<file path="src/hw/rtl/ghmt_pkg.sv">
package ghmt_pkg;

	localparam logic [1:0] OP_TICK  = 2'd0;
	localparam logic [1:0] OP_MERGE = 2'd1;
	localparam logic [1:0] OP_CLEAR = 2'd2;
	localparam logic [1:0] OP_RSVD  = 2'd3;

	localparam logic [1:0] KIND_DONE    = 2'd0;
	localparam logic [1:0] KIND_REMOVED = 2'd1;
	localparam logic [1:0] KIND_GOSSIP  = 2'd2;
	localparam logic [1:0] KIND_TICK    = 2'd3;

	localparam logic [1:0] REG_SELF_ID   = 2'd0;
	localparam logic [1:0] REG_SELF_PORT = 2'd1;
	localparam logic [1:0] REG_TIMEOUT   = 2'd2;
	localparam logic [1:0] REG_PERIOD    = 2'd3;

	localparam int CFG_DATA_W = 32;

	localparam int ENTRY_W = 32 + 16 + 32 + 32;

	typedef struct packed {
		logic [1:0]  operation;
		logic [31:0] current_time;
		logic [31:0] entry_id;
		logic [15:0] entry_port;
		logic [31:0] entry_heartbeat;
	} in_word_t;

	typedef struct packed {
		logic [1:0]  result_kind;
		logic [31:0] member_id;
		logic [15:0] member_port;
		logic [31:0] member_heartbeat;
		logic        inserted;
		logic        table_full;
		logic        last;
	} out_word_t;

	typedef struct packed {
		logic [31:0] id;
		logic [15:0] port;
		logic [31:0] beat;
		logic [31:0] stamp;
	} entry_t;

	// controller to datapath
	typedef struct packed {
		logic load;       // latch input word
		logic clear_scan; // reset scan index
		logic step;       // advance scan index
		logic rd;         // issue RAM read at scan index
		logic find_cap;   // compare read data for match/free slot
		logic self_wr;    // write refreshed self entry
		logic merge_wr;   // write merge update/insert
		logic age_cap;    // test age and remove
		logic gossip_cap; // output gossip record
		logic tick_done;  // output tick done
		logic done_out;   // output merge/clear done
		logic do_clear;   // clear all valid bits
		logic cd_update;  // advance countdown
		logic mark_last;  // release the held word as the final one
	} ctl_t;

	// datapath to controller
	typedef struct packed {
		logic scan_end;   // scan index at final entry
		logic out_busy;   // output register holds an unsent word
		logic op_tick;
		logic op_merge;
		logic op_clear;
		logic gossip_due; // countdown expires this tick
		logic any_out;    // a result was produced in this tick
	} sts_t;

endpackage

</file>
<file path="src/hw/rtl/ghmt_ctrl.sv">
module ghmt_ctrl import ghmt_pkg::*; (
	input  logic clk,
	input  logic arst_n,
	input  logic in_fire,
	input  sts_t sts,
	output ctl_t ctl,
	output logic in_ready
);

	// Each scan: RD issues the read of entry idx, next cycle the data is checked.
	typedef enum logic [8:0] {
		S_IDLE   = 9'b000000001,
		S_FRD    = 9'b000000010,
		S_FCHK   = 9'b000000100,
		S_UPD    = 9'b000001000,
		S_ARD    = 9'b000010000,
		S_ACHK   = 9'b000100000,
		S_GRD    = 9'b001000000,
		S_GCHK   = 9'b010000000,
		S_FIN    = 9'b100000000
	} state_t;

	state_t state_q, state_d;
	logic   gossip_q;

	always_comb begin
		ctl      = '0;
		state_d  = state_q;
		in_ready = 1'b0;
		unique case (state_q)
			S_IDLE: begin
				in_ready = !sts.out_busy;
				if (in_fire) begin
					ctl.load       = 1'b1;
					ctl.clear_scan = 1'b1;
					state_d        = S_FRD;
				end
			end
			S_FRD: begin
				if (sts.op_tick || sts.op_merge) begin
					ctl.rd   = 1'b1;
					ctl.step = 1'b1;
					state_d  = S_FCHK;
				end else begin
					ctl.do_clear = sts.op_clear;
					state_d      = S_FIN;
				end
			end
			S_FCHK: begin
				ctl.find_cap = 1'b1;
				state_d = sts.scan_end ? S_UPD : S_FRD;
			end
			S_UPD: begin
				ctl.clear_scan = 1'b1;
				if (sts.op_tick) begin
					ctl.self_wr   = 1'b1;
					ctl.cd_update = 1'b1;
					state_d       = S_ARD;
				end else begin
					ctl.merge_wr = 1'b1;
					state_d      = S_FIN;
				end
			end
			S_ARD: begin
				if (!sts.out_busy) begin
					ctl.rd   = 1'b1;
					ctl.step = 1'b1;
					state_d  = S_ACHK;
				end
			end
			S_ACHK: begin
				ctl.age_cap = 1'b1;
				if (sts.scan_end) begin
					ctl.clear_scan = 1'b1;
					state_d = gossip_q ? S_GRD : S_FIN;
				end else begin
					state_d = S_ARD;
				end
			end
			S_GRD: begin
				if (!sts.out_busy) begin
					ctl.rd   = 1'b1;
					ctl.step = 1'b1;
					state_d  = S_GCHK;
				end
			end
			S_GCHK: begin
				ctl.gossip_cap = 1'b1;
				state_d = sts.scan_end ? S_FIN : S_GRD;
			end
			S_FIN: begin
				// a tick with records releases the held one as final, else emit the done word
				if (!sts.out_busy) begin
					ctl.mark_last = sts.op_tick && sts.any_out;
					ctl.tick_done = sts.op_tick && !sts.any_out;
					ctl.done_out  = !sts.op_tick;
					state_d       = S_IDLE;
				end
			end
			default: state_d = S_IDLE;
		endcase
	end

	always_ff @(posedge clk or negedge arst_n) begin
		if (!arst_n) begin
			state_q  <= S_IDLE;
			gossip_q <= 1'b0;
		end else begin
			state_q <= state_d;
			if (ctl.cd_update) begin
				gossip_q <= sts.gossip_due;
			end
		end
	end

endmodule

</file>
<file path="config.mk">
export PLATFORM = sky130hd
export DESIGN_NAME = ghmt_ctrl
export DESIGN_NICKNAME = d
export VERILOG_FILES = /design/src/hw/rtl/ghmt_pkg.sv /design/src/hw/rtl/ghmt_ctrl.sv
export SDC_FILE = /design/constraint.sdc
export NUM_CORES = 1
export LEC_CHECK = 0
export ABC_AREA = 1
export BUFFER_PORTS_ARGS = -buffer_cell sky130_fd_sc_hd__buf_2
export CORE_UTILIZATION = 48
export CTS_CLUSTER_SIZE = 12
export DETAILED_ROUTE_END_ITERATION = 12
export PLACE_DENSITY_LB_ADDON = 0.25
export SYNTH_ARGS = -nofsm -noshare
export SYNTH_HDL_FRONTEND = slang
export SYNTH_SLANG_ARGS = --single-unit
</file>
<file path="constraint.sdc">
create_clock -name clk -period 1.6 [get_ports clk]
set_input_delay 0.08 -clock clk [delete_from_list [all_inputs] [get_ports clk]]
set_output_delay 0.08 -clock clk [all_outputs]
set_load 0.005 [all_outputs]
</file>
# Yosys cells after proc, flatten, opt, wreduce, memory -nomap -nowiden
# Cells that the tools add are included.
# word_totals
out_inout_bits	15
register_bits	10
in_bits	10
# classes
muxes	32
n_reduce_logical	8
eq_ne	13
# op_table
operator	count
$mux 9	9
$pmux 9 s9	1
$mux 1	13
$mux 2	6
$eq 9x1->1 const B	1
$eq 9x2->1 const B	1
$eq 9x3->1 const B	1
$eq 9x4->1 const B	1
$eq 9x5->1 const B	1
$eq 9x6->1 const B	1
$eq 9x7->1 const B	1
$eq 9x8->1 const B	1
$eq 9x9->1 const B	1
$ne 2x2->1 const B	4
$mux 4	1
$pmux 2 s2	1
$reduce_and 4->1	1
$logic_not 1->1	3
$pmux 1 s3	1
$logic_and 1x1->1	2
$reduce_or 2->1	1
$logic_or 1x1->1	1

# Logic depth before layout (Yosys ltp)
# Gate-level depths: netlist of the first run.
# logic_depth
depth_word	4
mapped_depth	10

# Worst setup path after synthesis of the first run
# Ideal clock, no wire load.
# synth_timing
path_type	reg2out
start	register state_q[0]
end	output ctl[11] (netlist name)
n_path_buf	1
stages_incl_launch_ff	8
required_ns	1.520
path_slack_ns	0.219
arrival_time_ns	1.301
cell_sequence	dfstp_2 nor2_1 nand2_1 inv_2 nand2_1 a21oi_1 or2_2 buf_4
# synth_lines
element	line_no	text
start: declaration	ghmt_ctrl.sv:23	state_t state_q, state_d;
start signal: assignment	ghmt_ctrl.sv:109	state_q <= state_d;
end: declaration	ghmt_ctrl.sv:6	output ctl_t ctl,

==> results.txt, run 1 <==
sequential share of the synthesized area = 0.336
final worst slack = -46.1 ps
placed insts = 154
crit-path cells = nor2_4, nand2_1, nor2_2, nand2_2, nor4_1, buf_2
Die X = 41.5 µm
GR Util All Layers = 0.249
drt pass-1 iters = 4
Synth Area in Compound Gates = 0.0401
MaxCap Viol Count = 0
peak supply drop = 0.000907 V
main combinational cell family by area after synthesis = simple AND/OR/NAND/NOR gates
Max Buffers Root-to-Sink = 2
routed len/inst = 15.1 µm
final setup TNS = -176 ps
first-pass GRT wire length = 3280 µm
crit path max fanout = 4
pin count of the biggest net entering global routing = 11
detailed placer's ending HPWL = 1450 µm
Arrival @ worst endpoint = 1570 ps
Clk Latency, worst-skew pair = 280 ps
IO Pins = 25
die area = 1720 µm²
RSZ-0062 raised after global routing = yes
core area = 1380 µm²
Routed Antenna Nets = 0
fillers = 77
I/O Buffers = 24
clock transition at the registers of the reported paths = 80 ps
worst-path cell with the longest stage delay = dfrtp_2
Hold Path Class = in2reg
Synth area leaders = dfrtp_1 (30%), nand2_1 (15%), nor2_1 (10%)
Max-Slew Margin vs Limit = 0.827
CP required = 1520 ps
largest area contributor in the netlist = dfrtp_1
Synth Net Count = 127
Setup CP Type = reg2out
Syn Inst Count = 117
failing checks = hold timing, setup timing
Final Critical Period = 1650 ps
DRC errors left = 0
clock skew = 2.37 ps
antenna violations before repair = 0
mux cell area share after synthesis = 0
Fin. Hold Viols = 1
net count reported at finish = 171
Simple-Gate Fraction of Synth Area = 0.499
layout cells sized above 1 = 0.538
total number of vias = 943
Ys Warns = 0
root buf cell = clkbuf_4
max incr delay on CP = 440 ps
fmax = 607 MHz
Seq cells post-synth = 10
area growth from synthesis to layout = 58.6%
Final Max Tran Viols = 0
CTS tree = yes
CP endpoint kind = output port
most frequent cells in the layout = nand2_1 (24), buf_2 (22), inv_1 (15)
Die Ht = 41.5 µm
hold slack = -6.28 ps
final WL = 2650 µm
Synth cell types = 19
CTS Sinks = 10
Critical Path Start Type = flip-flop
Pwr Density = 1350 nW/µm²
top cell type's share of synthesized area = 0.301
number of diodes = 0
post-synthesis adder-cell area fraction = 0
Place WS = 166 ps
H-tree level count = 1
row cnt = 13
WP buf/inv = 1
DR vias/cell = 5.39
Num CTS Buffers = 3
Final Cycle Share = 1.03
mapped cell area = 749 µm²
Syn Area/Cell = 6.41 µm²
Leak = 0.000707 µW
Starting Density = 0.542
final setup vio count = 6
xor and xnor fraction of the mapped netlist area = 0
Layout Cells excl Fill = 175
initial DRC count = 35
GR Overflow Total = 0
Worst-Margin Slew = 260 ps
vias in the first global route = 734
largest delay contributor family on the critical path = simple AND/OR/NAND/NOR gates
most common library cell in the layout ignoring fill and taps = nand2_1
routability cong. = 0.878
status = complete, but fails checks
cells by family after synthesis:
group,Yosys count
compound gates,6
simple gates,78
buf+inv,23
flops,10
final timing paths:
path,from,to,slack (ps),cells past startpoint
worst max-delay path,state_q[6]$_DFFE_PN0P_,ctl[4],-50,6
worst min-delay path,sts[1],gossip_q$_DFFE_PN0P_,-6,3
worst max register to register,state_q[6]$_DFFE_PN0P_,state_q[1]$_DFFE_PN0P_,20,9
worst min register to register,gossip_q$_DFFE_PN0P_,gossip_q$_DFFE_PN0P_,540,2
max in group asynchronous,arst_n,state_q[0]$_DFFE_PN1P_,1140,2
min in group asynchronous,arst_n,state_q[1]$_DFFE_PN0P_,200,2
synth_stat cells:
cell type  number
inv_2           4
nor3_2          1
nand3_1        10
or2_2           1
dfstp_2         1
nor2_1         20
nand2_2         3
o21ai_1         3
nand2_1        29
nor3_1          4
nor2_4          2
nand3_2         2
nand2_4         1
a21oi_1         3
buf_4           2
inv_1          17
nor2_2          4
nor4_1          1
dfrtp_1         9
report_power, final:
part	internal, µW	total [µW]	switching, µW
clock	139	246	108
combinational	428	963	535
sequential	316	390	74.1
tightest hold or removal path: cells and delay by family:
family        cells  cell delay (ps)
buf+inv           1               80
simple gates      2               80
repair_timing:
| item | 4_1_cts | 5_1_grt |
|---|---|---|
| pin swaps | 4 | 11 |
| cloned | 0 | 0 |
| hold buffers | 1 | 0 |
| buffers inserted | 4 | 12 |
| setup endpoints to repair | 6 | 13 |
| hold endpoints to repair | 10 | 0 |
| resized for setup | 8 | 33 |
metrics by stage:
step                power [µW]  hold WS [ps]  area, µm²   util
floorplan                  789          -216        749      -
global placement           919         -43.1        873  0.632
detailed placement         929         -43.7        873  0.632
CTS                       1280          2.42        987  0.714
global route              1680          6.60       1190  0.860
finish                    1600         -6.28       1190  0.860
sequential cells by signal, summed over array words and instances (netlist names):
name      flops
state_q       9
gossip_q      1
layer usage:
metal / routed length [µm] / up-vias / global-route usage
met4: 81 / 0 / 0.0581
met1: 980 / 437 / 0.314
met3: 209 / 11 / 0.0391
met5: 0 / - / 0
met2: 1380 / 49 / 0.441
li1: - / 446 / -
final cells by class:
cell class / count / area (µm²) / area share
clock buffers: 4 / 36.3 / 0.0305
inverters: 21 / 83.8 / 0.0705
multi-input cells: 84 / 519 / 0.437
flip-flops and latches: 10 / 256 / 0.216
well taps: 15 / 18.8 / 0.0158
repair buffers: 41 / 274 / 0.231
No activity file was read; power rests on OpenSTA's default activity.
==> inputs of run 2 (changes only) <==
- PLACE_DENSITY: not set -> 0.8
- PLACE_DENSITY_LB_ADDON: 0.25 -> not set
- SLEW_MARGIN: not set -> 15
==> run 2 against run 1 <==
Non-clock buffer count rose by 5. The flow finishes with violations (setup timing). Clock skew barely moved. Largest power group unchanged. Utilization down 0.45 points. Highest routed layer unchanged.
==> results.txt, run 2 (synthesis gave the netlist of run 1 again) <==
routed len/inst = 17.4 µm
Final Max Tran Viols = 0
status = complete, but fails checks
clock skew = 2.11 ps
CP dominant cell by count = nor2_4
Setup CP Type = reg2out
RSZ-0062 raised after global routing = yes
fmax = 566 MHz
Die Ht = 41.5 µm
worst reg2reg setup slack = -120 ps
Psw = 705 µW
Num CTS Buffers = 3
register bank with the most flops = state_q
Final Cycle Share = 1.10
CP required = 1520 ps
drt pass-1 iters = 4
hold endpoint = gossip_q$_DFFE_PN0P_
worst-path cell with the longest stage delay = dfrtp_1
IO Pins = 25
switching part of the total power = 0.456
MaxCap Viol Count = 0
routability cong. = 0.854
Leak = 0.000710 µW
total number of vias = 1040
Largest register FFs = 9
DR vias/cell = 5.78
crit path max fanout = 5
net count reported at finish = 176
number of diodes = 0
root buf cell = clkbuf_4
placed instance area = 873 µm²
DRC errors left = 0
fillers = 81
Die X = 41.5 µm
R2R Path End = state_q[0]$_DFFE_PN1P_
final worst slack = -167 ps
crit-path cells = nor2_4, buf_4, nand3_4, nor2_4, nand2_1, inv_1, buf_2
hold slack = 7.77 ps
min-delay src = sts[1]
core area = 1380 µm²
Reg2Reg Depth = 12
Pwr Density = 1310 nW/µm²
WP buf/inv = 3
hold path depth = 3
most common library cell in the layout ignoring fill and taps = nand2_1
CTS Sinks = 10
power share of the sequential group = 0.254
CP endpoint kind = output port
Clk Latency, worst-skew pair = 290 ps
row cnt = 13
Max-Slew Margin vs Limit = 0.826
GR Overflow Total = 0
internal power = 840 µW
Comb power frac = 0.581
Critical Path Start Type = flip-flop
I/O Buffers = 24
CTS tree = yes
Hold Path Class = in2reg
Fin. Hold Viols = 0
antenna violations before repair = 0
failing checks = setup timing
most frequent cells in the layout = nand2_1 (25), buf_2 (24), buf_4 (19)
detailed placer's ending HPWL = 1490 µm
Layout Cells excl Fill = 180
Design Area, Final = 1180 µm²
max incr delay on CP = 450 ps
area growth from synthesis to layout = 57.8%
H-tree level count = 1
largest delay contributor family on the critical path = simple AND/OR/NAND/NOR gates
Routed Antenna Nets = 0
Clock power frac = 0.166
Worst-Margin Slew = 261 ps
vias in the first global route = 873
pin count of the biggest net entering global routing = 11
layout cells sized above 1 = 0.521
clock transition at the registers of the reported paths = 80 ps
placed insts = 154
peak supply drop = 0.000867 V
die area = 1720 µm²
post-layout util = 0.855
Arrival @ worst endpoint = 1690 ps
Reg-to-Reg Start = state_q[4]$_DFFE_PN0P_
initial DRC count = 56
final setup vio count = 16
Starting Density = 0.542
Max Buffers Root-to-Sink = 2
final WL = 3130 µm
Top Registers = state_q x9, gossip_q x1
GR Util All Layers = 0.299
first-pass GRT wire length = 3880 µm
Final Critical Period = 1770 ps
Place WS = 162 ps
## run 2: changes by cell type in the layout (fill, tap and decap cells not counted)
cell / change
nor2_1: +1
nand3_2: -1
nor3_2: -2
nand3_1: +1
buf_4: +6
nor3_1: +2
inv_4: -1
nand2_4: -1
nor2_2: -1
inv_2: +1
buf_6: -3
nand2_1: +1
buf_2: +2
## run 2: cell type report
type	count	area, µm²	share of cell area
well taps	15	18.8	0.0159
inverters	21	81.3	0.0688
clock buffers	4	36.3	0.0307
repair buffers	46	295	0.250
multi-input cells	84	494	0.418
flip-flops and latches	10	256	0.217
## run 2: power by group through the flow
stage                     combinational, µW  clock, µW  sequential, µW
after floorplan                         439          0             350
after global placement                  560          0             357
after detailed placement                579          0             361
after CTS                               686        238             366
after global routing                    950        264             394
final                                   897        256             392
## run 2: stage by stage
step / total power [µW] / setup TNS [ps]
3_3_place_gp: 917 / 0
2_1_floorplan: 789 / 0
5_1_grt: 1610 / -2530
4_1_cts: 1290 / -12.9
6_report: 1540 / -1210
3_5_place_dp: 940 / 0
## run 2: worst max-delay path by stage
stage	slack (ps)	depth (start not counted)	endpoint	startpoint
global route	-230	7	ctl[7]	state_q[7]$_DFFE_PN0P_
CTS	-7	7	ctl[10]	state_q[0]$_DFFE_PN1P_
finish	-170	7	ctl[7]	state_q[7]$_DFFE_PN0P_
global placement	190	8	state_q[8]$_DFFE_PN0P_	state_q[4]$_DFFE_PN0P_
detailed placement	160	8	state_q[8]$_DFFE_PN0P_	state_q[4]$_DFFE_PN0P_
floorplan	220	7	ctl[11]	state_q[0]$_DFFE_PN1P_
## run 2: what timing repair did
item                                    4_1_cts  5_1_grt
pin swaps                                     7        9
hold buffers                                  1        0
hold endpoints to repair                     10        0
endpoints found under the setup margin        6       18
cloned                                        0        0
gates resized for setup                      14       17
setup buffers                                11       10
## run 2: per-layer routing
| metal | global-route usage | vias to the layer above | wire length, µm |
|---|---|---|---|
| li1 | - | 451 | - |
| met1 | 0.349 | 478 | 1060 |
| met2 | 0.506 | 86 | 1590 |
| met3 | 0.0913 | 25 | 311 |
| met4 | 0.116 | 0 | 169 |
| met5 | 0 | - | 0 |
## run 2: worst reg2reg max path: cells and delay by family (launching register included)
kind / cells / cell delay, ps
buffers and inverters: 5 / 600
and+or+nand+nor: 6 / 530
DFF: 1 / 450
AOI/OAI and AO/OA: 1 / 70
